===== config.mk =====
export PLATFORM = sky130hd
export DESIGN_NAME = multi_slot_countdown_timer_core
export DESIGN_NICKNAME = d
export VERILOG_FILES = /design/src/hw/rtl/mscdt_pkg.sv /design/src/hw/rtl/multi_slot_countdown_timer_core.sv /design/src/hw/rtl/mscdt_ctrl.sv /design/src/hw/rtl/mscdt_dp.sv
export SDC_FILE = /design/constraint.sdc
export NUM_CORES = 1
export LEC_CHECK = 0
export BUFFER_PORTS_ARGS = -buffer_cell sky130_fd_sc_hd__buf_4
export CAP_MARGIN = 20
export CORE_MARGIN = 5
export CORE_UTILIZATION = 48
export CTS_CLUSTER_DIAMETER = 200
export DETAILED_ROUTE_END_ITERATION = 12
export SYNTH_ARGS = -nofsm -noshare
export SYNTH_HDL_FRONTEND = slang
export SYNTH_SLANG_ARGS = --single-unit

===== constraint.sdc =====
create_clock -name clk -period 4.3 [get_ports clk]
set_input_delay 0 -clock clk [delete_from_list [all_inputs] [get_ports clk]]
set_output_delay 0 -clock clk [all_outputs]
set_load 0.05 [all_outputs]

===== src/hw/rtl/mscdt_pkg.sv =====
// ----------------------------------------------------------------------------
// mscdt_pkg
// Types, codes and defaults of the multi-slot countdown timer.
// ----------------------------------------------------------------------------
`default_nettype none

package mscdt_pkg;

  localparam int DEF_SLOT_COUNT  = 16;
  localparam int DEF_COUNT_WIDTH = 16;

  typedef enum logic [1:0] {
    CMD_TICK    = 2'd0,
    CMD_ADD     = 2'd1,
    CMD_CANCEL  = 2'd2,
    CMD_RELEASE = 2'd3
  } cmd_t;

  typedef enum logic [2:0] {
    STS_OK        = 3'd0,
    STS_INVALID   = 3'd1,
    STS_NOSPACE   = 3'd2,
    STS_EXPIRED   = 3'd3,
    STS_CANCELLED = 3'd4
  } status_t;

  typedef enum logic [1:0] {
    MODE_FREE    = 2'd0,
    MODE_RUN     = 2'd1,
    MODE_EXPIRED = 2'd2,
    MODE_CANCEL  = 2'd3
  } mode_t;

  typedef enum logic [2:0] {
    S_IDLE,
    S_TICK,
    S_TICK_LAST,
    S_ADD,
    S_SINGLE,
    S_FINISH
  } state_t;

  typedef struct packed {
    cmd_t        command;
    logic [3:0]  slot_id;
    logic [15:0] seconds;
  } in_item_t;

  typedef struct packed {
    status_t     status;
    logic [3:0]  assigned_slot;
    logic [15:0] expired_mask;
  } out_item_t;

  // controller -> datapath
  typedef struct packed {
    logic start;        // latch the beat, clear result, rewind the walk
    logic rd_en;        // tick walk: read current slot count, advance
    logic add_step;     // add walk: test current slot
    logic single_step;  // cancel or release
    logic load_out;     // move result into the output register
  } ctrl_cmd_t;

  // datapath -> controller
  typedef struct packed {
    logic idx_last;
    logic add_hit;
    logic out_free;
  } dp_stat_t;

endpackage

`default_nettype wire


===== src/hw/rtl/multi_slot_countdown_timer_core.sv =====
// ----------------------------------------------------------------------------
// multi_slot_countdown_timer_core
// Table of countdown timer slots with tick, add, cancel and release commands.
// ----------------------------------------------------------------------------
//  channel | dir | handshake          | beat
//  in      | in  | in_valid/in_stall  | in_item_t  (command, slot_id, seconds)
//  out     | out | out_valid/out_stall| out_item_t (status, assigned_slot, expired_mask)
//
//  Tick walks the count memory one slot per cycle.
//  Add walks the slot table for the lowest free slot and stops at the first free one.
//  Cancel and release act on the named slot alone.
//  One command at a time; in_stall is high until the result enters the output register.
//  A stalled output holds one result while the next command is accepted.
//  rst is synchronous; all slots come out of reset free, no clearing pass.
// ----------------------------------------------------------------------------
`default_nettype none

module multi_slot_countdown_timer_core #(
  parameter int SLOT_COUNT  = mscdt_pkg::DEF_SLOT_COUNT,
  parameter int COUNT_WIDTH = mscdt_pkg::DEF_COUNT_WIDTH
) (
  input  logic                 clk,
  input  logic                 rst,
  input  logic                 in_valid,
  output logic                 in_stall,
  input  mscdt_pkg::in_item_t  in_data,
  output logic                 out_valid,
  input  logic                 out_stall,
  output mscdt_pkg::out_item_t out_data
);
  import mscdt_pkg::*;

  ctrl_cmd_t cmd;
  dp_stat_t  stat;

  mscdt_ctrl u_ctrl (
    .clk      (clk),
    .rst      (rst),
    .in_valid (in_valid),
    .in_cmd   (in_data.command),
    .in_stall (in_stall),
    .stat     (stat),
    .cmd      (cmd)
  );

  mscdt_dp #(
    .SLOT_COUNT  (SLOT_COUNT),
    .COUNT_WIDTH (COUNT_WIDTH)
  ) u_dp (
    .clk       (clk),
    .rst       (rst),
    .in_data   (in_data),
    .cmd       (cmd),
    .stat      (stat),
    .out_valid (out_valid),
    .out_stall (out_stall),
    .out_data  (out_data)
  );

endmodule

`default_nettype wire


===== src/hw/rtl/mscdt_ctrl.sv =====
// ----------------------------------------------------------------------------
// mscdt_ctrl
// Sequencer for tick, add, cancel and release commands.
// ----------------------------------------------------------------------------
`default_nettype none

module mscdt_ctrl (
  input  logic                  clk,
  input  logic                  rst,
  input  logic                  in_valid,
  input  mscdt_pkg::cmd_t       in_cmd,
  output logic                  in_stall,
  input  mscdt_pkg::dp_stat_t   stat,
  output mscdt_pkg::ctrl_cmd_t  cmd
);
  import mscdt_pkg::*;

  state_t state, state_next;

  always_ff @(posedge clk) begin
    if (rst) begin
      state <= S_IDLE;
    end else begin
      state <= state_next;
    end
  end

  always_comb begin
    state_next = state;
    cmd        = '0;
    in_stall   = (state != S_IDLE);
    unique case (state)
      S_IDLE: begin
        if (in_valid) begin
          cmd.start = 1'b1;
          unique case (in_cmd)
            CMD_TICK: state_next = S_TICK;
            CMD_ADD:  state_next = S_ADD;
            default:  state_next = S_SINGLE;
          endcase
        end
      end
      S_TICK: begin
        cmd.rd_en = 1'b1;
        if (stat.idx_last) state_next = S_TICK_LAST;
      end
      // last read is processed here
      S_TICK_LAST: state_next = S_FINISH;
      S_ADD: begin
        cmd.add_step = 1'b1;
        if (stat.add_hit || stat.idx_last) state_next = S_FINISH;
      end
      S_SINGLE: begin
        cmd.single_step = 1'b1;
        state_next      = S_FINISH;
      end
      S_FINISH: begin
        if (stat.out_free) begin
          cmd.load_out = 1'b1;
          state_next   = S_IDLE;
        end
      end
      default: state_next = S_IDLE;
    endcase
  end

endmodule

`default_nettype wire


===== src/hw/rtl/mscdt_dp.sv =====
// ----------------------------------------------------------------------------
// mscdt_dp
// Slot table, count memory, one-slot-per-cycle walk and output register.
// ----------------------------------------------------------------------------
`default_nettype none

module mscdt_dp #(
  parameter int SLOT_COUNT  = mscdt_pkg::DEF_SLOT_COUNT,
  parameter int COUNT_WIDTH = mscdt_pkg::DEF_COUNT_WIDTH
) (
  input  logic                  clk,
  input  logic                  rst,
  input  mscdt_pkg::in_item_t   in_data,
  input  mscdt_pkg::ctrl_cmd_t  cmd,
  output mscdt_pkg::dp_stat_t   stat,
  output logic                  out_valid,
  input  logic                  out_stall,
  output mscdt_pkg::out_item_t  out_data
);
  import mscdt_pkg::*;

  localparam int IdxW = (SLOT_COUNT > 1) ? $clog2(SLOT_COUNT) : 1;
  localparam logic [IdxW-1:0] LastIdx = IdxW'(SLOT_COUNT - 1);
  localparam logic [31:0] SlotCnt  = 32'(SLOT_COUNT);
  localparam logic [31:0] CountMax = 32'((64'd1 << COUNT_WIDTH) - 64'd1);

  in_item_t               item;
  logic [IdxW-1:0]        idx;
  mode_t                  mode [SLOT_COUNT];
  logic [COUNT_WIDTH-1:0] mem  [SLOT_COUNT];
  logic [COUNT_WIDTH-1:0] rdata;
  logic                   rd_vld;
  logic [IdxW-1:0]        rd_idx;
  status_t                res_status;
  logic [3:0]             res_slot;
  logic [15:0]            mask;

  logic [IdxW-1:0]        sel_id;
  logic                   id_ok;
  mode_t                  cur_mode;
  status_t                single_sts;
  logic                   add_hit;
  logic [31:0]            secs_w;
  logic [COUNT_WIDTH-1:0] load_val;
  logic                   proc_run;
  logic                   proc_exp;
  logic [3:0]             mbit;
  logic                   we;
  logic [IdxW-1:0]        waddr;
  logic [COUNT_WIDTH-1:0] wdata;

  assign sel_id   = IdxW'(item.slot_id);
  assign id_ok    = 32'(item.slot_id) < SlotCnt;
  assign cur_mode = id_ok ? mode[sel_id] : MODE_FREE;
  assign add_hit  = (mode[idx] == MODE_FREE);
  assign secs_w   = 32'(item.seconds);
  assign load_val = COUNT_WIDTH'((secs_w > CountMax) ? CountMax : secs_w);
  assign proc_run = rd_vld && (mode[rd_idx] == MODE_RUN);
  assign proc_exp = proc_run && (rdata <= COUNT_WIDTH'(1));
  assign mbit     = 4'(rd_idx);

  always_comb begin
    if (item.command == CMD_RELEASE) begin
      single_sts = id_ok ? STS_OK : STS_INVALID;
    end else begin
      unique case (cur_mode)
        MODE_FREE:    single_sts = STS_INVALID;
        MODE_EXPIRED: single_sts = STS_EXPIRED;
        MODE_CANCEL:  single_sts = STS_CANCELLED;
        default:      single_sts = STS_OK;
      endcase
    end
  end

  // single write port: add load or tick decrement, never both
  always_comb begin
    we    = 1'b0;
    waddr = idx;
    wdata = load_val;
    if (cmd.add_step && add_hit) begin
      we = 1'b1;
    end else if (proc_run && !proc_exp) begin
      we    = 1'b1;
      waddr = rd_idx;
      wdata = rdata - COUNT_WIDTH'(1);
    end
  end

  always_ff @(posedge clk) begin
    if (we) mem[waddr] <= wdata;
    if (cmd.rd_en) rdata <= mem[idx];
  end

  always_ff @(posedge clk) begin
    if (rst) begin
      for (int i = 0; i < SLOT_COUNT; i++) mode[i] <= MODE_FREE;
    end else begin
      if (proc_exp) mode[rd_idx] <= MODE_EXPIRED;
      if (cmd.add_step && add_hit) mode[idx] <= MODE_RUN;
      if (cmd.single_step && id_ok) begin
        if (item.command == CMD_RELEASE) begin
          mode[sel_id] <= MODE_FREE;
        end else if (cur_mode == MODE_RUN) begin
          mode[sel_id] <= MODE_CANCEL;
        end
      end
    end
  end

  always_ff @(posedge clk) begin
    if (rst) begin
      idx       <= '0;
      rd_vld    <= 1'b0;
      out_valid <= 1'b0;
    end else begin
      rd_vld <= cmd.rd_en;
      if (cmd.start) begin
        idx <= '0;
      end else if (cmd.rd_en || (cmd.add_step && !add_hit)) begin
        idx <= idx + IdxW'(1);
      end
      if (cmd.load_out) begin
        out_valid <= 1'b1;
      end else if (!out_stall) begin
        out_valid <= 1'b0;
      end
    end
  end

  always_ff @(posedge clk) begin
    rd_idx <= idx;
    if (cmd.start) begin
      item       <= in_data;
      res_status <= STS_OK;
      res_slot   <= '0;
      mask       <= '0;
    end
    if (cmd.add_step) begin
      if (add_hit) begin
        res_slot <= 4'(idx);
      end else if (idx == LastIdx) begin
        res_status <= STS_NOSPACE;
      end
    end
    // only the low 16 slots have a mask bit
    if (proc_exp && (32'(rd_idx) < 32'd16)) mask[mbit] <= 1'b1;
    if (cmd.single_step) res_status <= single_sts;
    if (cmd.load_out) begin
      out_data.status        <= res_status;
      out_data.assigned_slot <= res_slot;
      out_data.expired_mask  <= mask;
    end
  end

  assign stat.idx_last = (idx == LastIdx);
  assign stat.add_hit  = add_hit;
  assign stat.out_free = !out_valid || !out_stall;

endmodule

`default_nettype wire


==> results_dict.tcl <==
set metrics [dict create \
    status "completed" \
    crit_fanout 20 \
    syn-instance-count 1007 \
    hold_depth 2 \
    dp_cells 1479 \
    criticalPathCategory "flip-flop to flip-flop" \
    cts_buffers 42 \
    grt_max_degree 58 \
    slew_violations 0 \
    start_util_pct 48.3 \
    regToRegSetupSlack_ns 0.70 \
    wire_per_inst_um 25.5 \
    final.fill_count 2728 \
    r2r_end "u_dp.mode[14][1]$_DFFE_PP_" \
    fin_ws_ns 0.701 \
    rsz0062_at_grt "false" \
    final_common_cell "edfxtp_1" \
    antenna_found_initial 0 \
    hold_path.class "primary input to flip-flop" \
    synth_area_sq_um 16600 \
    cp.arrival_ns 3.87 \
    nNetsFinal 1124 \
    worstHoldEndpoint "u_dp.item[5]$_DFFE_PP_" \
    syn_area_per_cell_sq_um 16.5 \
    p_leak_nw 6.35 \
    holdCritStartpoint "in_data[5]" \
    portBuffers 50 \
    peakVddDrop_v 0.000441 \
    synth_edf_count 349 \
    endpoint_kind "flip-flop" \
    ys_ff_latch 393 \
    insertion_delay_ns 0.56 \
    drive_above_1_share_pct 23.6 \
    drtPass1Iterations 6 \
    via_per_inst 6.06 \
    die_y_um 196 \
    startpoint_type "flip-flop" \
    drtIter0Drc 1018 \
    synth_nets 1036 \
    coreArea_sq_um 34400 \
    worst_r2r_path_depth 7 \
    dieArea_sq_um 38400 \
    dieWidth_um 196 \
    drc 0 \
    dpl.hpwl_mm 25.7 \
    dp_worst_setup_slack_ns 0.763 \
    grt_pass1_wl_mm 61.1 \
    antennaDiodeCount 0 \
    powerDensity_nw_per_um2 533 \
    maxSlewHeadroom_pct 29.3 \
    syn_to_final_growth_pct 16.2 \
    setup_tns_ns 0 \
    finalClockSkew_ns 0.0203 \
    htreeDepth 2 \
    setup_viol 0 \
    drv_cap 0 \
    ios 51 \
    synth_ff_type "edfxtp_1" \
    period_needed_ns 3.60 \
    grt_pass1_vias 9534 \
    cts_setup_buffers 0 \
    vias 9594 \
    grtUsageTotal_pct 21.2 \
    instances_no_fill 1583 \
    std_cell_rows 68 \
    grt-ovfl-total 0 \
    ys_types 76 \
    totalWireLength_mm 40.4 \
    gp_congestion 0.900 \
    final_cell_mix "edfxtp_1 (349), mux4_2 (89), buf_4 (80), nand2_1 (74), nor2_1 (49)" \
    max_freq_mhz 278 \
    ys_seq_area_share_pct 68.4 \
    hold_violations 0 \
    cts.path.max_buffers 3 \
    root_buffer "clkbuf_16" \
    worstMarginPinSlew_ns 1.06 \
    fin_crit_sh_pct 83.7 \
    drtAntennaViolNets 0 \
    yosys_warnings 0 \
    cts_tree "yes" \
    async_reset_ff_share_pct 0 \
    clkSlewWorstSetupHoldPaths_ns 0.06 \
    worstPathRequired_ns 4.57 \
    cts.sinks 393 \
]
==> worst max-delay path, stage by stage, from the launching register on <==
cell and delay [ns]:
dfxtp_1 0.66, nor3b_1 0.25, o21ai_0 0.13, a22oi_1 0.48
nand3_2 0.40, buf_4 0.34, nor4_1 0.77, or4b_1 0.25
==> synth_stat cells (all sizes together) (10+ instances only) <==
cell type,instances,area share [%]
a21o,20,0.90
a21oi,11,0.33
buf,22,0.87
clkbuf,43,0.97
dfxtp,44,5.3
edfxtp,349,63
inv,12,0.27
mux2,16,1.1
mux4,93,13
nand2,74,1.7
nand2b,17,0.64
nand3,28,0.87
nor2,51,1.2
nor2b,10,0.38
nor3,18,0.54
nor4,14,0.62
o21ai,30,0.99
o31ai,14,0.63
or3,28,1.1
==> flip-flops by register name, indices dropped and copies added (netlist names), 4 cells and up, named ones only <==
register	count
u_dp.mem	256
u_dp.mode	32
u_dp.out_data	23
u_dp.item	18
u_dp.mask	16
u_dp.rdata	16
u_dp.idx	4
u_dp.mbit	4
u_dp.res_slot	4
u_dp.sel_id	4
==> layer usage <==
layer / GRT usage [%] / routed length, um / up-vias
met1: 30.8 / 17700 / 4891
met4: 7.65 / 1180 / 0
met3: 3.14 / 2510 / 72
li1: - / - / 4235
met5: 0 / 0 / -
met2: 33.1 / 19000 / 396
==> final cells by class <==
| type | count | area, sq um | share of cell area (%) |
|---|---|---|---|
| clock buffers | 48 | 1080 | 5.61 |
| clock inverters | 29 | 263 | 1.36 |
| inverters | 12 | 45.0 | 0.233 |
| multi-input cells | 537 | 5070 | 26.3 |
| flip-flops and latches | 393 | 11400 | 58.9 |
| well taps | 455 | 569 | 2.95 |
| repair buffers | 109 | 916 | 4.74 |
==> kinds of logic after synthesis <==
family                     Yosys count  share of synthesized area (%)
DFF                                393                           68.4
buffers and inverters               77                           2.11
and+or+nand+nor                    271                           8.51
AOI/OAI and AO/OA                  134                           5.91
adders and majority gates            3                          0.226
xor gates and xnor gates            13                          0.685
muxes                              116                           14.2
==> how the worst max path moves through the flow <==
stage / start / to / cells after the start
2_1_floorplan: flip-flop / u_dp.mem[10][0]$_DFFE_PP_ / 8
3_3_place_gp: flip-flop / u_dp.mem[15][5]$_DFFE_PP_ / 8
3_5_place_dp: flip-flop / u_dp.mem[8][13]$_DFFE_PP_ / 8
4_1_cts: flip-flop / u_dp.mem[8][13]$_DFFE_PP_ / 8
5_1_grt: flip-flop / u_dp.mem[10][13]$_DFFE_PP_ / 8
6_report: flip-flop / u_dp.mode[14][1]$_DFFE_PP_ / 7
==> metrics by stage <==
| step | hold WS [ns] | util, % | instance area [sq um] | power (mW) |
|---|---|---|---|---|
| floorplan | 0.0989 | - | 16600 | 6.26 |
| CTS | 0.126 | 56.2 | 19300 | 10.4 |
| detailed placement | 0.179 | 51.5 | 17700 | 6.85 |
| finish | 0.155 | 56.2 | 19300 | 10.3 |
| global route | 0.146 | 56.2 | 19300 | 10.7 |
| global placement | 0.178 | 51.5 | 17700 | 6.83 |
==> power by group <==
| group | switching [mW] | internal, mW | total (mW) |
|---|---|---|---|
| combinational | 1.08 | 0.762 | 1.84 |
| sequential | 0.306 | 4.64 | 4.95 |
| clock | 1.45 | 2.06 | 3.50 |
| total | 2.83 | 7.46 | 10.3 |
==> timing repair <==
| action | CTS | global route |
|---|---|---|
| endpoints found under the setup margin | 0 | 0 |
| gates resized for setup | 0 | 0 |
| endpoints found under the hold margin | 30 | 0 |
| hold buffers | 26 | 0 |
Power figures use the tool's default switching activity.
